[src/rtl/assert_macros.svh]
// ----------------------------------------------------------------------------
// assert_macros.svh
// Shared assertion macros for the circle point generator RTL.
// ----------------------------------------------------------------------------
`ifndef ASSERT_MACROS_SVH
`define ASSERT_MACROS_SVH

// property must hold at every clock edge outside reset
`define CPG_ASSERT(label, clk, rst, prop, msg) \
   label: assert property (@(posedge clk) disable iff (rst) (prop)) else $error(msg);

// antecedent in one cycle implies consequent in the next
`define CPG_ASSERT_NEXT(label, clk, rst, ante, cons, msg) \
   label: assert property (@(posedge clk) disable iff (rst) (ante) |=> (cons)) \
      else $error(msg);

`endif

[src/rtl/cpg_pkg.sv]
`timescale 1ns / 1ps
// ----------------------------------------------------------------------------
// cpg_pkg
// Widths and limits shared by the circle point generator modules.
// ----------------------------------------------------------------------------
package cpg_pkg;

   localparam int RAD_BITS   = 5;   // radius and offset fields
   localparam int PT_BITS    = 13;  // mirrored point fields
   localparam int X_BITS     = 6;   // step x register
   localparam int Y_BITS     = 7;   // step y register, signed
   localparam int DEC_BITS   = 9;   // decision register, signed
   localparam int CALC_BITS  = 12;  // decision arithmetic
   localparam int CNT_BITS   = 6;   // results per request
   localparam int MAX_OUT    = 63;
   localparam int QDEPTH     = 2;
   localparam int QPTR_BITS  = 1;
   localparam int QCNT_BITS  = 2;

endpackage

[src/rtl/cpg_front.sv]
`timescale 1ns / 1ps
// ----------------------------------------------------------------------------
// cpg_front
// Request intake: radius saturation and a two-entry queue to the stepper.
// ----------------------------------------------------------------------------
`include "assert_macros.svh"

module cpg_front
   import cpg_pkg::*;
#(
   parameter int MAX_RADIUS = 31,
   parameter int COORD_BITS = 11
) (
   input  logic                  clock,
   input  logic                  reset,
   input  logic                  req_valid,
   output logic                  req_stall,
   input  logic [COORD_BITS-1:0] req_center_x,
   input  logic [COORD_BITS-1:0] req_center_y,
   input  logic [RAD_BITS-1:0]   req_radius,
   output logic                  job_valid,
   input  logic                  job_pop,
   output logic [COORD_BITS-1:0] job_center_x,
   output logic [COORD_BITS-1:0] job_center_y,
   output logic [RAD_BITS-1:0]   job_radius
);

   logic [COORD_BITS-1:0] q_cx_ff [QDEPTH];
   logic [COORD_BITS-1:0] q_cy_ff [QDEPTH];
   logic [RAD_BITS-1:0]   q_r_ff  [QDEPTH];
   logic [QPTR_BITS-1:0]  wr_ptr_ff, wr_ptr_in;
   logic [QPTR_BITS-1:0]  rd_ptr_ff, rd_ptr_in;
   logic [QCNT_BITS-1:0]  count_ff, count_in;
   logic                  push;
   logic [RAD_BITS-1:0]   radius_sat;

   assign req_stall = (count_ff == QCNT_BITS'(QDEPTH));
   assign push      = req_valid && !req_stall;

   // radius above the bound is clamped
   assign radius_sat = ({1'b0, req_radius} > (RAD_BITS+1)'(MAX_RADIUS)) ?
                       RAD_BITS'(MAX_RADIUS) : req_radius;

   assign job_valid    = (count_ff != '0);
   assign job_center_x = q_cx_ff[rd_ptr_ff];
   assign job_center_y = q_cy_ff[rd_ptr_ff];
   assign job_radius   = q_r_ff[rd_ptr_ff];

   always_comb begin
      wr_ptr_in = push ? wr_ptr_ff + 1'b1 : wr_ptr_ff;
      rd_ptr_in = job_pop ? rd_ptr_ff + 1'b1 : rd_ptr_ff;
      count_in  = count_ff;
      if (push && !job_pop) begin
         count_in = count_ff + 1'b1;
      end else if (job_pop && !push) begin
         count_in = count_ff - 1'b1;
      end
   end

   always_ff @(posedge clock) begin
      if (reset) begin
         wr_ptr_ff <= '0;
         rd_ptr_ff <= '0;
         count_ff  <= '0;
      end else begin
         wr_ptr_ff <= wr_ptr_in;
         rd_ptr_ff <= rd_ptr_in;
         count_ff  <= count_in;
      end
   end

   always_ff @(posedge clock) begin
      if (push) begin
         q_cx_ff[wr_ptr_ff] <= req_center_x;
         q_cy_ff[wr_ptr_ff] <= req_center_y;
         q_r_ff[wr_ptr_ff]  <= radius_sat;
      end
   end

   `CPG_ASSERT(a_queue_bound, clock, reset, count_ff <= QCNT_BITS'(QDEPTH), "queue overfilled")
   `CPG_ASSERT(a_pop_nonempty, clock, reset, !job_pop || job_valid, "pop from empty queue")

endmodule

[src/rtl/cpg_back.sv]
`timescale 1ns / 1ps
// ----------------------------------------------------------------------------
// cpg_back
// Midpoint stepper: one step per cycle, unless a stalled result is held, into a registered result stage.
// ----------------------------------------------------------------------------
`include "assert_macros.svh"

module cpg_back
   import cpg_pkg::*;
#(
   parameter int COORD_BITS = 11
) (
   input  logic                       clock,
   input  logic                       reset,
   input  logic                       job_valid,
   output logic                       job_pop,
   input  logic [COORD_BITS-1:0]      job_center_x,
   input  logic [COORD_BITS-1:0]      job_center_y,
   input  logic [RAD_BITS-1:0]        job_radius,
   output logic                       rsp_valid,
   input  logic                       rsp_stall,
   output logic [RAD_BITS-1:0]        rsp_offset_x,
   output logic [RAD_BITS-1:0]        rsp_offset_y,
   output logic signed [PT_BITS-1:0]  rsp_point_a_x,
   output logic signed [PT_BITS-1:0]  rsp_point_a_y,
   output logic signed [PT_BITS-1:0]  rsp_point_b_x,
   output logic signed [PT_BITS-1:0]  rsp_point_b_y,
   output logic signed [PT_BITS-1:0]  rsp_point_c_x,
   output logic signed [PT_BITS-1:0]  rsp_point_c_y,
   output logic signed [PT_BITS-1:0]  rsp_point_d_x,
   output logic signed [PT_BITS-1:0]  rsp_point_d_y,
   output logic                       rsp_last_step
);

   localparam int SW = COORD_BITS + 8;

   logic                        busy_ff, busy_in;
   logic [X_BITS-1:0]           x_ff;
   logic signed [Y_BITS-1:0]    y_ff;
   logic signed [DEC_BITS-1:0]  d_ff;
   logic [COORD_BITS-1:0]       cx_ff, cy_ff;
   logic [CNT_BITS-1:0]         count_ff;
   logic                        rsp_valid_ff, rsp_valid_in;
   logic                        step;

   logic signed [CALC_BITS-1:0] xe, ye, de, x1, y1, err;
   logic signed [CALC_BITS-1:0] x_n, y_n, d_n;
   logic                        last;

   logic signed [SW-1:0]        cxe, cye, xo, yo;
   logic signed [SW-1:0]        sum_xp, sum_xm, sum_yp, sum_ym;

   logic [RAD_BITS-1:0]         offset_x_ff, offset_y_ff;
   logic signed [PT_BITS-1:0]   xp_ff, xm_ff, yp_ff, ym_ff;
   logic                        last_ff;

   assign job_pop = !busy_ff && job_valid;
   assign step    = busy_ff && (!rsp_valid_ff || !rsp_stall);

   // decision update
   always_comb begin
      xe  = signed'({{(CALC_BITS-X_BITS){1'b0}}, x_ff});
      ye  = {{(CALC_BITS-Y_BITS){y_ff[Y_BITS-1]}}, y_ff};
      de  = {{(CALC_BITS-DEC_BITS){d_ff[DEC_BITS-1]}}, d_ff};
      x1  = xe + CALC_BITS'(1);
      y1  = ye - CALC_BITS'(1);
      err = ((de + ye) <<< 1) - CALC_BITS'(1);
      priority if (de < 0 && err <= 0) begin
         x_n = x1;
         y_n = ye;
         d_n = de + (x1 <<< 1) + CALC_BITS'(1);
      end else if (de > 0 && err > 0) begin
         x_n = xe;
         y_n = y1;
         d_n = de - ((y1 <<< 1) + CALC_BITS'(1));
      end else begin
         // diagonal move
         x_n = x1;
         y_n = y1;
         d_n = de + ((x1 - y1) <<< 1);
      end
      last = (y_n < 0) || (count_ff == CNT_BITS'(MAX_OUT - 1));
   end

   // mirrored points, wrapped to the field width
   always_comb begin
      cxe    = signed'({{(SW-COORD_BITS){1'b0}}, cx_ff});
      cye    = signed'({{(SW-COORD_BITS){1'b0}}, cy_ff});
      xo     = signed'({{(SW-X_BITS){1'b0}}, x_ff});
      yo     = {{(SW-Y_BITS){y_ff[Y_BITS-1]}}, y_ff};
      sum_xp = cxe + xo;
      sum_xm = cxe - xo;
      sum_yp = cye + yo;
      sum_ym = cye - yo;
   end

   always_comb begin
      busy_in = busy_ff;
      if (job_pop) begin
         busy_in = 1'b1;
      end else if (step && last) begin
         busy_in = 1'b0;
      end
      rsp_valid_in = rsp_valid_ff;
      if (step) begin
         rsp_valid_in = 1'b1;
      end else if (!rsp_stall) begin
         rsp_valid_in = 1'b0;
      end
   end

   always_ff @(posedge clock) begin
      if (reset) begin
         busy_ff      <= 1'b0;
         rsp_valid_ff <= 1'b0;
      end else begin
         busy_ff      <= busy_in;
         rsp_valid_ff <= rsp_valid_in;
      end
   end

   always_ff @(posedge clock) begin
      if (job_pop) begin
         cx_ff    <= job_center_x;
         cy_ff    <= job_center_y;
         x_ff     <= '0;
         y_ff     <= signed'({{(Y_BITS-RAD_BITS){1'b0}}, job_radius});
         d_ff     <= DEC_BITS'(1) - signed'({{(DEC_BITS-RAD_BITS-1){1'b0}}, job_radius, 1'b0});
         count_ff <= '0;
      end else if (step) begin
         x_ff     <= x_n[X_BITS-1:0];
         y_ff     <= y_n[Y_BITS-1:0];
         d_ff     <= d_n[DEC_BITS-1:0];
         count_ff <= count_ff + 1'b1;
      end
   end

   always_ff @(posedge clock) begin
      if (step) begin
         offset_x_ff <= x_ff[RAD_BITS-1:0];
         offset_y_ff <= y_ff[RAD_BITS-1:0];
         xp_ff       <= sum_xp[PT_BITS-1:0];
         xm_ff       <= sum_xm[PT_BITS-1:0];
         yp_ff       <= sum_yp[PT_BITS-1:0];
         ym_ff       <= sum_ym[PT_BITS-1:0];
         last_ff     <= last;
      end
   end

   assign rsp_valid     = rsp_valid_ff;
   assign rsp_offset_x  = offset_x_ff;
   assign rsp_offset_y  = offset_y_ff;
   assign rsp_point_a_x = xp_ff;
   assign rsp_point_a_y = yp_ff;
   assign rsp_point_b_x = xp_ff;
   assign rsp_point_b_y = ym_ff;
   assign rsp_point_c_x = xm_ff;
   assign rsp_point_c_y = yp_ff;
   assign rsp_point_d_x = xm_ff;
   assign rsp_point_d_y = ym_ff;
   assign rsp_last_step = last_ff;

   `CPG_ASSERT(a_busy_y_nonneg, clock, reset, !busy_ff || !y_ff[Y_BITS-1], "walk below axis")
   `CPG_ASSERT(a_busy_count, clock, reset, !busy_ff || count_ff < CNT_BITS'(MAX_OUT), "too many steps")
   `CPG_ASSERT_NEXT(a_last_idle, clock, reset, step && last, !busy_ff && rsp_valid_ff && rsp_last_step, "final step not closed")
   `CPG_ASSERT_NEXT(a_pop_busy, clock, reset, job_pop, busy_ff && count_ff == '0, "job load lost")

endmodule

[src/rtl/circle_point_generator_core.sv]
`timescale 1ns / 1ps
// ----------------------------------------------------------------------------
// circle_point_generator_core
// Midpoint circle walker giving four mirrored points per step.
// ----------------------------------------------------------------------------
// A request (center, radius R, clamped to MAX_RADIUS) yields between 1 and
// 2R+1 responses, one per clock while rsp_stall is low, the last one flagged
// by rsp_last_step. The stepper loads each request from a two-entry queue
// while idle, before its first step; each step is one pass of the single
// decision update in the stepper. Up to two requests are held while the
// stepper is busy; the response register lets the walk run ahead of a
// stalled consumer by one result.

module circle_point_generator_core
   import cpg_pkg::*;
#(
   parameter int MAX_RADIUS = 31,
   parameter int COORD_BITS = 11
) (
   input  logic                       clock,
   input  logic                       reset,
   input  logic                       req_valid,
   output logic                       req_stall,
   input  logic [COORD_BITS-1:0]      req_center_x,
   input  logic [COORD_BITS-1:0]      req_center_y,
   input  logic [RAD_BITS-1:0]        req_radius,
   output logic                       rsp_valid,
   input  logic                       rsp_stall,
   output logic [RAD_BITS-1:0]        rsp_offset_x,
   output logic [RAD_BITS-1:0]        rsp_offset_y,
   output logic signed [PT_BITS-1:0]  rsp_point_a_x,
   output logic signed [PT_BITS-1:0]  rsp_point_a_y,
   output logic signed [PT_BITS-1:0]  rsp_point_b_x,
   output logic signed [PT_BITS-1:0]  rsp_point_b_y,
   output logic signed [PT_BITS-1:0]  rsp_point_c_x,
   output logic signed [PT_BITS-1:0]  rsp_point_c_y,
   output logic signed [PT_BITS-1:0]  rsp_point_d_x,
   output logic signed [PT_BITS-1:0]  rsp_point_d_y,
   output logic                       rsp_last_step
);

   logic                  job_valid;
   logic                  job_pop;
   logic [COORD_BITS-1:0] job_center_x;
   logic [COORD_BITS-1:0] job_center_y;
   logic [RAD_BITS-1:0]   job_radius;

   cpg_front #(
      .MAX_RADIUS (MAX_RADIUS),
      .COORD_BITS (COORD_BITS)
   ) u_front (
      .clock        (clock),
      .reset        (reset),
      .req_valid    (req_valid),
      .req_stall    (req_stall),
      .req_center_x (req_center_x),
      .req_center_y (req_center_y),
      .req_radius   (req_radius),
      .job_valid    (job_valid),
      .job_pop      (job_pop),
      .job_center_x (job_center_x),
      .job_center_y (job_center_y),
      .job_radius   (job_radius)
   );

   cpg_back #(
      .COORD_BITS (COORD_BITS)
   ) u_back (
      .clock         (clock),
      .reset         (reset),
      .job_valid     (job_valid),
      .job_pop       (job_pop),
      .job_center_x  (job_center_x),
      .job_center_y  (job_center_y),
      .job_radius    (job_radius),
      .rsp_valid     (rsp_valid),
      .rsp_stall     (rsp_stall),
      .rsp_offset_x  (rsp_offset_x),
      .rsp_offset_y  (rsp_offset_y),
      .rsp_point_a_x (rsp_point_a_x),
      .rsp_point_a_y (rsp_point_a_y),
      .rsp_point_b_x (rsp_point_b_x),
      .rsp_point_b_y (rsp_point_b_y),
      .rsp_point_c_x (rsp_point_c_x),
      .rsp_point_c_y (rsp_point_c_y),
      .rsp_point_d_x (rsp_point_d_x),
      .rsp_point_d_y (rsp_point_d_y),
      .rsp_last_step (rsp_last_step)
   );

endmodule
[config.mk]
export PLATFORM = sky130hd
export DESIGN_NAME = circle_point_generator_core
export DESIGN_NICKNAME = d
export VERILOG_FILES = /design/src/rtl/cpg_pkg.sv /design/src/rtl/cpg_front.sv /design/src/rtl/cpg_back.sv /design/src/rtl/circle_point_generator_core.sv
export VERILOG_INCLUDE_DIRS = /design/src /design/src/rtl
export SDC_FILE = /design/constraint.sdc
export NUM_CORES = 1
export LEC_CHECK = 0
export ABC_AREA = 0
export BUFFER_PORTS_ARGS = -buffer_cell sky130_fd_sc_hd__buf_2
export CAP_MARGIN = 20
export CELL_PAD_IN_SITES_DETAIL_PLACEMENT = 0
export CELL_PAD_IN_SITES_GLOBAL_PLACEMENT = 1
export CORE_ASPECT_RATIO = 1.1
export CORE_MARGIN = 2
export CORE_UTILIZATION = 40
export CTS_BUF_LIST = sky130_fd_sc_hd__clkbuf_4
export DETAILED_ROUTE_END_ITERATION = 8
export GPL_TIMING_DRIVEN = 0
export PLACE_DENSITY_LB_ADDON = 0.12
export SLEW_MARGIN = 10
export SYNTH_ARGS = -nofsm -noshare
export SYNTH_HDL_FRONTEND = slang
export SYNTH_SLANG_ARGS = --single-unit
[constraint.sdc]
create_clock -name clock -period 3.4 [get_ports clock]
set_input_delay 0.34 -clock clock [delete_from_list [all_inputs] [get_ports clock]]
set_output_delay 0.34 -clock clock [all_outputs]
set_load 0.02 [all_outputs]
# --- After elaboration in Yosys (flattened, before gate mapping) ---
# Memory sizes are Yosys's and may differ from the RTL's. A register that Yosys moved wholly into a read port is not among the register bits.
# Cells that the tools add are included.
op_classes:
  n_reduce_logical: 21
  div: 0
  n_lt_le_gt_ge: 5
  addsub: 20
  bitwise: 0
  shift: 0
  n_eq_ne: 4
  n_mul: 0
  n_mux: 19
ops:
  columns: ["cell", "n"]
  rows:
  - ["two-way mux 9 bit", 4]
  - ["adder 9 x 2 -> 9 bit (second input constant)", 2]
  - ["adder 9 bit", 2]
  - ["adder 12 x 7 -> 13 bit", 1]
  - ["subtractor 12 x 7 -> 13 bit", 1]
  - ["adder 11 x 6 -> 12 bit", 1]
  - ["> comparator 12 x 1 -> 1 bit (second input constant)", 1]
  - ["less-or-equal comparator 12 x 1 -> 1 bit (second input constant)", 1]
  - ["less-than comparator 12 x 1 -> 1 bit (second input constant)", 1]
  - ["two-way mux 12 bit", 1]
  - ["two-way mux 6 bit", 2]
  - ["subtractor 11 x 2 -> 12 bit (second input constant)", 1]
  - ["subtractor 11 x 6 -> 12 bit", 1]
  - ["adder 9 x 7 -> 10 bit", 1]
  - ["two-way mux 5 bit", 2]
  - ["> comparator 9 x 1 -> 1 bit (second input constant)", 1]
  - ["less-than comparator 9 x 1 -> 1 bit (second input constant)", 1]
  - ["subtractor 9 bit", 1]
  - ["logical AND 1 bit", 8]
  - ["two-way mux 1 bit", 8]
  - ["nonzero test 2 bit", 4]
  - ["subtractor 7 x 2 -> 8 bit (second input constant)", 1]
  - ["subtractor 8 bit", 1]
  - ["adder 6 x 1 -> 7 bit (second input constant)", 1]
  - ["other kinds (12)", 21]
word_totals:
  out_inout_bits: 117
  n_memories: 3
  ff_bits: 97
  latch_bits: 0
  rom_bits: 0
  elab_cells: 89
  mem_bits_rw: 54
mem_list:
  columns: ["name", "depth", "width", "read_ports", "rd_clocked_by_memory_dff", "write_ports", "line", "source"]
  rows:
  - ["u_front.q_cx_ff", 2, 11, 1, 1, 1, "cpg_front.sv:28", "logic [COORD_BITS-1:0] q_cx_ff [QDEPTH];"]
  - ["u_front.q_cy_ff", 2, 11, 1, 1, 1, "cpg_front.sv:29", "logic [COORD_BITS-1:0] q_cy_ff [QDEPTH];"]
  - ["u_front.q_r_ff", 2, 5, 1, 1, 1, "cpg_front.sv:30", "logic [RAD_BITS-1:0] q_r_ff [QDEPTH];"]

# --- Depth between registers and ports, before layout ---
# Gate-level depths: netlist of the first run.
depth:
  word_depth: 10
  depth_mapped: 18

# --- Hierarchy ---
# A second synthesis of the first run with hierarchy kept.
hier_totals:
  cells_unflattened: 840
  hier_area_um2: 9809.4
by_module_without_submodules:
  columns: ["module", "instances", "area_each_um2", "seq_area_each_um2", "cells_per_inst"]
  rows:
  - ["cpg_back", 1, 7644.8, 3173.0, 731]
  - ["cpg_front", 1, 2164.6, 1721.7, 109]

# --- Least setup slack after synthesis of the first run ---
# OpenSTA, ideal clock, no wires.
synth_path:
  kind: "register -> register"
  start: "reg u_back.y_ff[1]"
  end: "reg u_back.d_ff[8] (data pin)"
  setup_ns: 0.276
  setup_slack_ns: -0.251
  arrival_time_ns: 3.375
  path_stages_with_launch: 16
  t_required_ns: 3.124
  synth_period_minus_slack_ns: 3.651
  cell_sequence: "edfxtp_1 inv_1 ha_1 fa_1 a21oi_1 nand2_1 o21ai_0 o21ai_0 maj3_1 xor2_1 ha_1 o41ai_1 xor2_1 a21oi_1 xnor2_1 o211ai_1"
synth_between:
  elab_chain_len: 8
synth_rtl:
  columns: ["item", "line", "source"]
  rows:
  - ["from (decl)", "cpg_back.sv:39", "logic signed [Y_BITS-1:0] y_ff;"]
  - ["from (signal assigned)", "cpg_back.sv:127", "y_ff <= signed'({{(Y_BITS-RAD_BITS){1'b0}}, job_radius});"]
  - ["from (signal assigned)", "cpg_back.sv:132", "y_ff <= y_n[Y_BITS-1:0];"]
  - ["adder 9 x 7 -> 10 bit", "cpg_back.sv:67", "err = ((de + ye) <<< 1) - CALC_BITS'(1);"]
  - ["subtractor 11 x 2 -> 12 bit", "cpg_back.sv:67", null]
  - ["> comparator 12 x 1 -> 1 bit", "cpg_back.sv:72", "end else if (de > 0 && err > 0) begin"]
  - ["logical AND 1 bit", "cpg_back.sv:72", null]
  - ["two-way mux 9 bit", "cpg_back.sv:72", null]
  - ["two-way mux 9 bit (*)", "cpg_back.sv:68", "priority if (de < 0 && err <= 0) begin"]
  - ["two-way mux 9 bit (*)", "cpg_back.sv:130", "end else if (step) begin"]
  - ["two-way mux 9 bit (*)", "cpg_back.sv:123", "if (job_pop) begin"]
  - ["to (signal assigned)", "cpg_back.sv:128", "d_ff <= DEC_BITS'(1) - signed'({{(DEC_BITS-RAD_BITS-1){1'b0}}, job_radius, 1'b0});"]
  - ["to (signal assigned)", "cpg_back.sv:133", "d_ff <= d_n[DEC_BITS-1:0];"]
  - ["to (decl)", "cpg_back.sv:40", "logic signed [DEC_BITS-1:0] d_ff;"]
# Mark *: on every way between the ends. The rest lies on a longest branch, timed or not. The select of a mux whose other input is x is not followed.
# A chain may end at the register's enable or synchronous reset.

# --- Worst setup path in the final report of the first run ---
# Same ends and word-level chain as after synthesis.

==> flow_metrics.env, run 1 <==
export IMPL_worstSetupEndpointType="flip-flop"
export IMPL_arrival_ns=3.82
export IMPL_numCtsBuffers=17
export IMPL_violations="setup timing"
export IMPL_ant_nets=0
export IMPL_synth_async_sr_flop_share_pct=0
export IMPL_seq_area_frac_synth_pct=50.1
export IMPL_post_drt_via_cell_ratio=4.82
export IMPL_synthSimpleGateAreaFrac_pct=8.79
export IMPL_path_buf_inv=1
export IMPL_synth_distinct_cells=71
export IMPL_synth_area_top_cells="edfxtp_1 46%, ha_1 9.5%, xnor2_1 5.4%"
export IMPL_worstPathMaxFanout=3
export IMPL_synth_top_family_by_area="adder cells"
export IMPL_num_io_pins=148
export IMPL_yosys_area_top_type_share_pct=45.8
export IMPL_tightest_slew_ns=0.832
export IMPL_wl_met3_microns=725
export IMPL_syn_inst=832
export IMPL_dieHeight_microns=168
export IMPL_cts_path_max_buffers=2
export IMPL_fmax_ghz=0.285
export IMPL_hold_viol_final=0
export IMPL_critPathMaxStageDelay_ns=0.50
export IMPL_grt_overflow=0
export IMPL_cp_top_family="adder cells"
export IMPL_clk_transition_reported_paths_ns=0.15
export IMPL_critical_path_class="flip-flop to flip-flop"
export IMPL_rsz0062_at_grt="yes"
export IMPL_dp_cells=1285
export IMPL_dp_slack_ns=-0.628
export IMPL_fin_crit_sh_pct=103
export IMPL_synth_seq_cells=170
export IMPL_die_area_sq_um=25700
export IMPL_grt_max_degree=62
export IMPL_avgSynthCellArea_sq_um=11.7
export IMPL_cts_sinks=170
export IMPL_cp_cell_sequence="inv_2 > ha_4 > fa_2 > a21oi_2 > nand2_1 > o21ai_2 > o21ai_2 > maj3_2 > xor2_1 > ha_2 > nor2_1 > nor2_1 > o41ai_2 > xor2_1 > a21oi_2 > xnor2_1 > o211ai_1"
export IMPL_setup_viol=3
export IMPL_dr_pass1_iters=5
export IMPL_slew_headroom_pct=44.5
export IMPL_htreeDepth=4
export IMPL_yosys_warnings=0
export IMPL_synth_compound_area_share_pct=9.80
export IMPL_io_buffers=145
export IMPL_wl_per_cell_microns=15.6
export IMPL_setup_tns_ns=-0.138
export IMPL_place_congestion=0.812
export IMPL_crit_slowest_cell="edfxtp_1"
export IMPL_setup_ws_ns=-0.110
export IMPL_drt_wl_total_mm=21.5
export IMPL_synth_xor_area_share_pct=8.42
export IMPL_grt_pass1_wl_mm=34.3
export IMPL_nFillCells=2158
export IMPL_holdWs_ns=0.191
export IMPL_drtIter0Drc=290
export IMPL_yosys_cell_count_top_type="edfxtp_1"
export IMPL_syn_to_final_growth_pct=24.3
export IMPL_syn_area_sq_um=9770
export IMPL_synth_top_cell_by_area="edfxtp_1"
export IMPL_synthMuxAreaShare_pct=3.56
export IMPL_antenna_found_initial=1
export IMPL_coreArea_sq_um=23800
export IMPL_drv_cap=0
export IMPL_dr_wl_met2_mm=10.6
export IMPL_rows=59
export IMPL_drc=0
export IMPL_wirelength_met1_mm=9.86
export IMPL_nets=1175
export IMPL_holdCritPathClass="primary input to flip-flop"
export IMPL_clockRootBuffer="clkbuf_4"
export IMPL_synth_adder_area_share_pct=12.0
export IMPL_routed_top_layer="met4"
export IMPL_slew_viol_final=0
export IMPL_initial_core_util_pct=41.0
export IMPL_grt_pass1_vias=6465
export IMPL_drive_gt1_share_pct=33.8
export IMPL_synth_edf_count=149
export IMPL_critPathRequiredTime_ns=3.71
export IMPL_synth_ff_type="edfxtp_1"
export IMPL_insertion_delay_ns=0.58
export IMPL_grt_use_total_pct=17.0
export IMPL_die_w_microns=153
export IMPL_netlist_top_cells_count="149 x edfxtp_1, 74 x ha_1, 65 x nor2_1"
export IMPL_run_status="complete, but fails checks"
export IMPL_cts_tree="yes"
export IMPL_skew_ns=0.0274
export IMPL_final_cells=1380
export IMPL_finalCriticalPeriod_ns=3.51
export IMPL_dp_hpwl_mm=15.6
export IMPL_start_kind="flip-flop"
export IMPL_vias=6647
-- what timing repair did --
| item | CTS | global route |
|---|---|---|
| gates cloned | 0 | 1 |
| gates resized for setup | 37 | 34 |
| pin swaps | 16 | 20 |
| endpoints found under the setup margin | 30 | 20 |
| endpoints found under the hold margin | 60 | 0 |
| hold buffers | 29 | 0 |
| buffers inserted | 22 | 10 |
-- kinds of logic after synthesis --
logic type | after synthesis
DFF | 170
buffers and inverters | 128
other | 1
and+or+nand+nor | 170
AOI/OAI and AO/OA | 149
adders and majority gates | 89
muxes | 32
xor gates and xnor gates | 93
-- worst register-to-register path, cell delays in order, from the launching register on --
cell and delay, ns:
edfxtp_1 0.50, inv_2 0.15, ha_4 0.23, fa_2 0.37, a21oi_2 0.15, nand2_1 0.08, o21ai_2 0.08, o21ai_2 0.07
maj3_2 0.31, xor2_1 0.15, ha_2 0.32, nor2_1 0.04, nor2_1 0.12, o41ai_2 0.09, xor2_1 0.17, a21oi_2 0.18
xnor2_1 0.14, o211ai_1 0.09
-- per-stage QoR --
stage | util [%] | area [sq um]
global placement | 45.8 | 10900
global route | 50.9 | 12100
detailed placement | 46.0 | 11000
floorplan | - | 9800
CTS | 49.9 | 11900
finish | 50.9 | 12100
-- registers in the layout, summed over array words and instances (netlist names), 2 cells and up, named ones only --
signal,flops
u_back.count_ff,6
u_back.cx_ff,11
u_back.cy_ff,11
u_back.d_ff,9
u_back.rsp_offset_x,5
u_back.rsp_offset_y,5
u_back.rsp_point_a_x,11
u_back.rsp_point_a_y,12
u_back.rsp_point_b_y,13
u_back.rsp_point_c_x,12
u_back.x_ff,6
u_back.y_ff,7
u_front.count_ff,2
u_front.q_cx_ff,22
u_front.q_cy_ff,22
u_front.q_r_ff,10
-- worst paths after layout --
path | end | slack, ns | cells past startpoint | from
setup reg to reg | u_back.d_ff[8] | -0.11 | 17 | u_back.y_ff[1]
setup / recovery | u_back.d_ff[8] | -0.11 | 17 | u_back.y_ff[1]
hold / removal | u_front.wr_ptr_ff | 0.19 | 4 | req_valid
hold reg to reg | u_back.count_ff[5] | 0.49 | 2 | u_back.count_ff[5]
-- cells in the final DEF, fill, tap and decap left out, types with 6 or more instances in the layout --
| master | instances |
|---|---|
| o21ai_1 | 6 |
| nand2_1 | 21 |
| xor2_1 | 31 |
| a21o_1 | 11 |
| clkbuf_1 | 9 |
| o21bai_1 | 14 |
| xnor2_1 | 53 |
| nand3_1 | 11 |
| nand2b_1 | 6 |
| nor2_1 | 63 |
| fa_1 | 7 |
| mux2_2 | 22 |
| mux2i_1 | 9 |
| a21oi_2 | 10 |
| inv_1 | 52 |
| buf_6 | 6 |
| dlygate4sd3_1 | 30 |
| and3_1 | 6 |
| o21ai_0 | 26 |
| or3_1 | 7 |
| a21oi_1 | 41 |
| clkbuf_4 | 18 |
| ha_1 | 68 |
| nor3_1 | 11 |
| edfxtp_1 | 149 |
| dfxtp_1 | 18 |
| nor2b_1 | 8 |
| buf_2 | 146 |
| buf_4 | 84 |
-- metal layers --
| metal | track usage (%) | vias up |
|---|---|---|
| li1 | - | 3373 |
| met1 | 22.4 | 3128 |
| met2 | 28.9 | 129 |
| met4 | 5.23 | 0 |
| met3 | 2.78 | 17 |
| met5 | 0 | - |
-- area by class of cell --
cell class              instances  area, sq um  share of cell area (%)
well taps                     305          382                    3.14
multi-input cells             535         4520                    37.2
diodes                          1         2.50                  0.0206
clock buffers                  17          128                    1.05
inverters                      55          211                    1.74
repair buffers                209         1340                    11.0
plain buffers                  73          515                    4.25
flip-flops and latches        170         4900                    40.4
clock inverters                15          151                    1.25
Power of run 1 is not shown: default switching activity piles up to over one toggle a cycle in this logic, so the estimate is an artifact.
==> run 2: changes to the inputs <==
- PLACE_DENSITY: not set -> 0.84
- PLACE_DENSITY_LB_ADDON: 0.12 -> not set
==> run 2 against run 1 <==
The run still ends with setup timing left. Non-clock buffer count is 3 higher. First-iteration DRC count is 3.1% lower. Largest cell class unchanged. Wire length is 4.5% lower. Die area stayed put.
==> flow_metrics.env, run 2 (same netlist as run 1, synthesis figures left out) <==
export IMPL_dr_pass1_iters=4
export IMPL_holdCritPathClass="primary input to flip-flop"
export IMPL_finalCriticalPeriod_ns=3.49
export IMPL_cts_tree="yes"
export IMPL_critical_path_class="flip-flop to flip-flop"
export IMPL_critPathRequiredTime_ns=3.72
export IMPL_cp_endpoint="u_back.d_ff[8]"
export IMPL_worstReg2RegStart="u_back.y_ff[0]"
export IMPL_crit_slowest_cell="or4_4"
export IMPL_slew_headroom_pct=43.9
export IMPL_num_io_pins=148
export IMPL_cts_sinks=170
export IMPL_post_drt_via_cell_ratio=4.87
export IMPL_grt_max_degree=69
export IMPL_setup_ws_ns=-0.0878
export IMPL_htreeDepth=4
export IMPL_place_congestion=0.826
export IMPL_insertion_delay_ns=0.58
export IMPL_die_area_sq_um=25700
export IMPL_hp_start="req_valid"
export IMPL_setup_viol=11
export IMPL_worstPathMaxFanout=4
export IMPL_syn_to_final_growth_pct=23.2
export IMPL_nets=1179
export IMPL_cp_startpoint="u_back.y_ff[0]"
export IMPL_hold_viol_final=0
export IMPL_ff2ff_path_depth=13
export IMPL_initial_core_util_pct=41.0
export IMPL_io_buffers=145
export IMPL_grt_pass1_vias=6489
export IMPL_multi_input_area_sq_um=4410
export IMPL_grt_overflow=0
export IMPL_regArea_sq_um=4900
export IMPL_dp_hpwl_mm=15.0
export IMPL_hold_depth=4
export IMPL_worst_path_most_repeated_cell="buf_4"
export IMPL_rsz0062_at_grt="yes"
export IMPL_grt_use_total_pct=15.9
export IMPL_slew_viol_final=0
export IMPL_wl_per_cell_microns=14.9
export IMPL_violations="setup timing"
export IMPL_run_status="complete, but fails checks"
export IMPL_drtIter0Drc=281
export IMPL_drt_wl_total_mm=20.6
export IMPL_cp_cell_sequence="buf_4 > ha_1 > fa_2 > a211oi_2 > nor2_1 > xor2_1 > or4_4 > o31ai_4 > buf_4 > a211oi_1 > a21oi_2 > xnor2_1 > o211ai_1"
export IMPL_numCtsBuffers=17
export IMPL_rows=59
export IMPL_coreArea_sq_um=23800
export IMPL_die_w_microns=153
export IMPL_nFillCells=2115
export IMPL_skew_ns=0.0251
export IMPL_holdWs_ns=0.191
export IMPL_grt_pass1_wl_mm=32.7
export IMPL_clk_transition_reported_paths_ns=0.15
export IMPL_rrSetupSlack_ns=-0.09
export IMPL_tightest_slew_ns=0.842
export IMPL_antenna_found_initial=1
export IMPL_vias=6735
export IMPL_dieHeight_microns=168
export IMPL_final_common_cell="edfxtp_1"
export IMPL_r2r_end="u_back.d_ff[8]"
export IMPL_start_kind="flip-flop"
export IMPL_drive_gt1_share_pct=33.1
export IMPL_fin_crit_sh_pct=103
export IMPL_drc=0
export IMPL_ant_nets=0
export IMPL_critPathMaxStageDelay_ns=0.53
export IMPL_arrival_ns=3.80
export IMPL_clockRootBuffer="clkbuf_4"
export IMPL_final_cell_mix="149 x edfxtp_1, 148 x buf_2, 90 x buf_4"
export IMPL_fmax_ghz=0.287
export IMPL_drv_cap=0
export IMPL_worstSetupEndpointType="flip-flop"
export IMPL_cts_path_max_buffers=2
run 2: changes by cell type in the layout (fill, tap and decap cells not counted), moves of 3 or more:
cell     before  now
a21oi_1      41   46
a21oi_2      10    5
buf_4        84   90
inv_8         5    2
run 2: cell type report:
| cell class | instances | area share, % |
|---|---|---|
| clock inverter | 14 | 1.33 |
| sequential | 170 | 40.8 |
| multi-input combinational | 536 | 36.6 |
| clock buffer | 17 | 1.06 |
| inverter | 55 | 1.74 |
| buffer | 71 | 4.21 |
| timing repair buffer | 214 | 11.1 |
| antenna | 1 | 0.0208 |
| tap | 305 | 3.17 |
run 2: stage by stage:
| stage | worst slack, ns | area, sq um | cells | util [%] | TNS (ns) |
|---|---|---|---|---|---|
| after global placement | -0.571 | 10900 | 1283 | 45.8 | -10.50 |
| after global routing | -0.262 | 12000 | 1383 | 50.5 | -3.34 |
| after CTS | -0.0331 | 11800 | 1362 | 49.5 | -0.0331 |
| after floorplan | 0.0210 | 9800 | 833 | - | 0 |
| final | -0.0878 | 12000 | 1383 | 50.5 | -0.508 |
| after detailed placement | -0.561 | 10900 | 1284 | 45.9 | -10.60 |
run 2: worst min-delay path by stage:
stage / to / slack, ns
global route: u_front.wr_ptr_ff / 0.19
CTS: u_front.wr_ptr_ff / 0.14
detailed placement: u_back.count_ff[5] / 0.48
finish: u_front.wr_ptr_ff / 0.19
floorplan: u_front.count_ff[1] / 0.41
global placement: u_back.count_ff[5] / 0.47
run 2: worst max-delay path, delay by kind of cell (launching register included):
family,cells,cell delay [ns]
compound gates,5,0.94
xor+xnor,2,0.27
fa+ha+maj,2,0.58
buf+inv,2,0.35
flops,1,0.46
simple gates,2,0.62
run 2: what timing repair did:
item / 4_1_cts / 5_1_grt
endpoints found under the hold margin: 61 / 0
setup endpoints to repair: 30 / 25
gates cloned: 0 / 3
pin swaps: 5 / 10
hold buffers: 30 / 0
resized for setup: 28 / 21
buffers inserted: 19 / 17
run 2: per-layer routing:
layer  share of wire, %  global-route usage, %
met5                  0                      0
met4                1.8                   5.03
met3                3.6                   2.75
met2                 48                   26.5
met1                 47                   21.3
Power of run 2 is left out for the same reason.
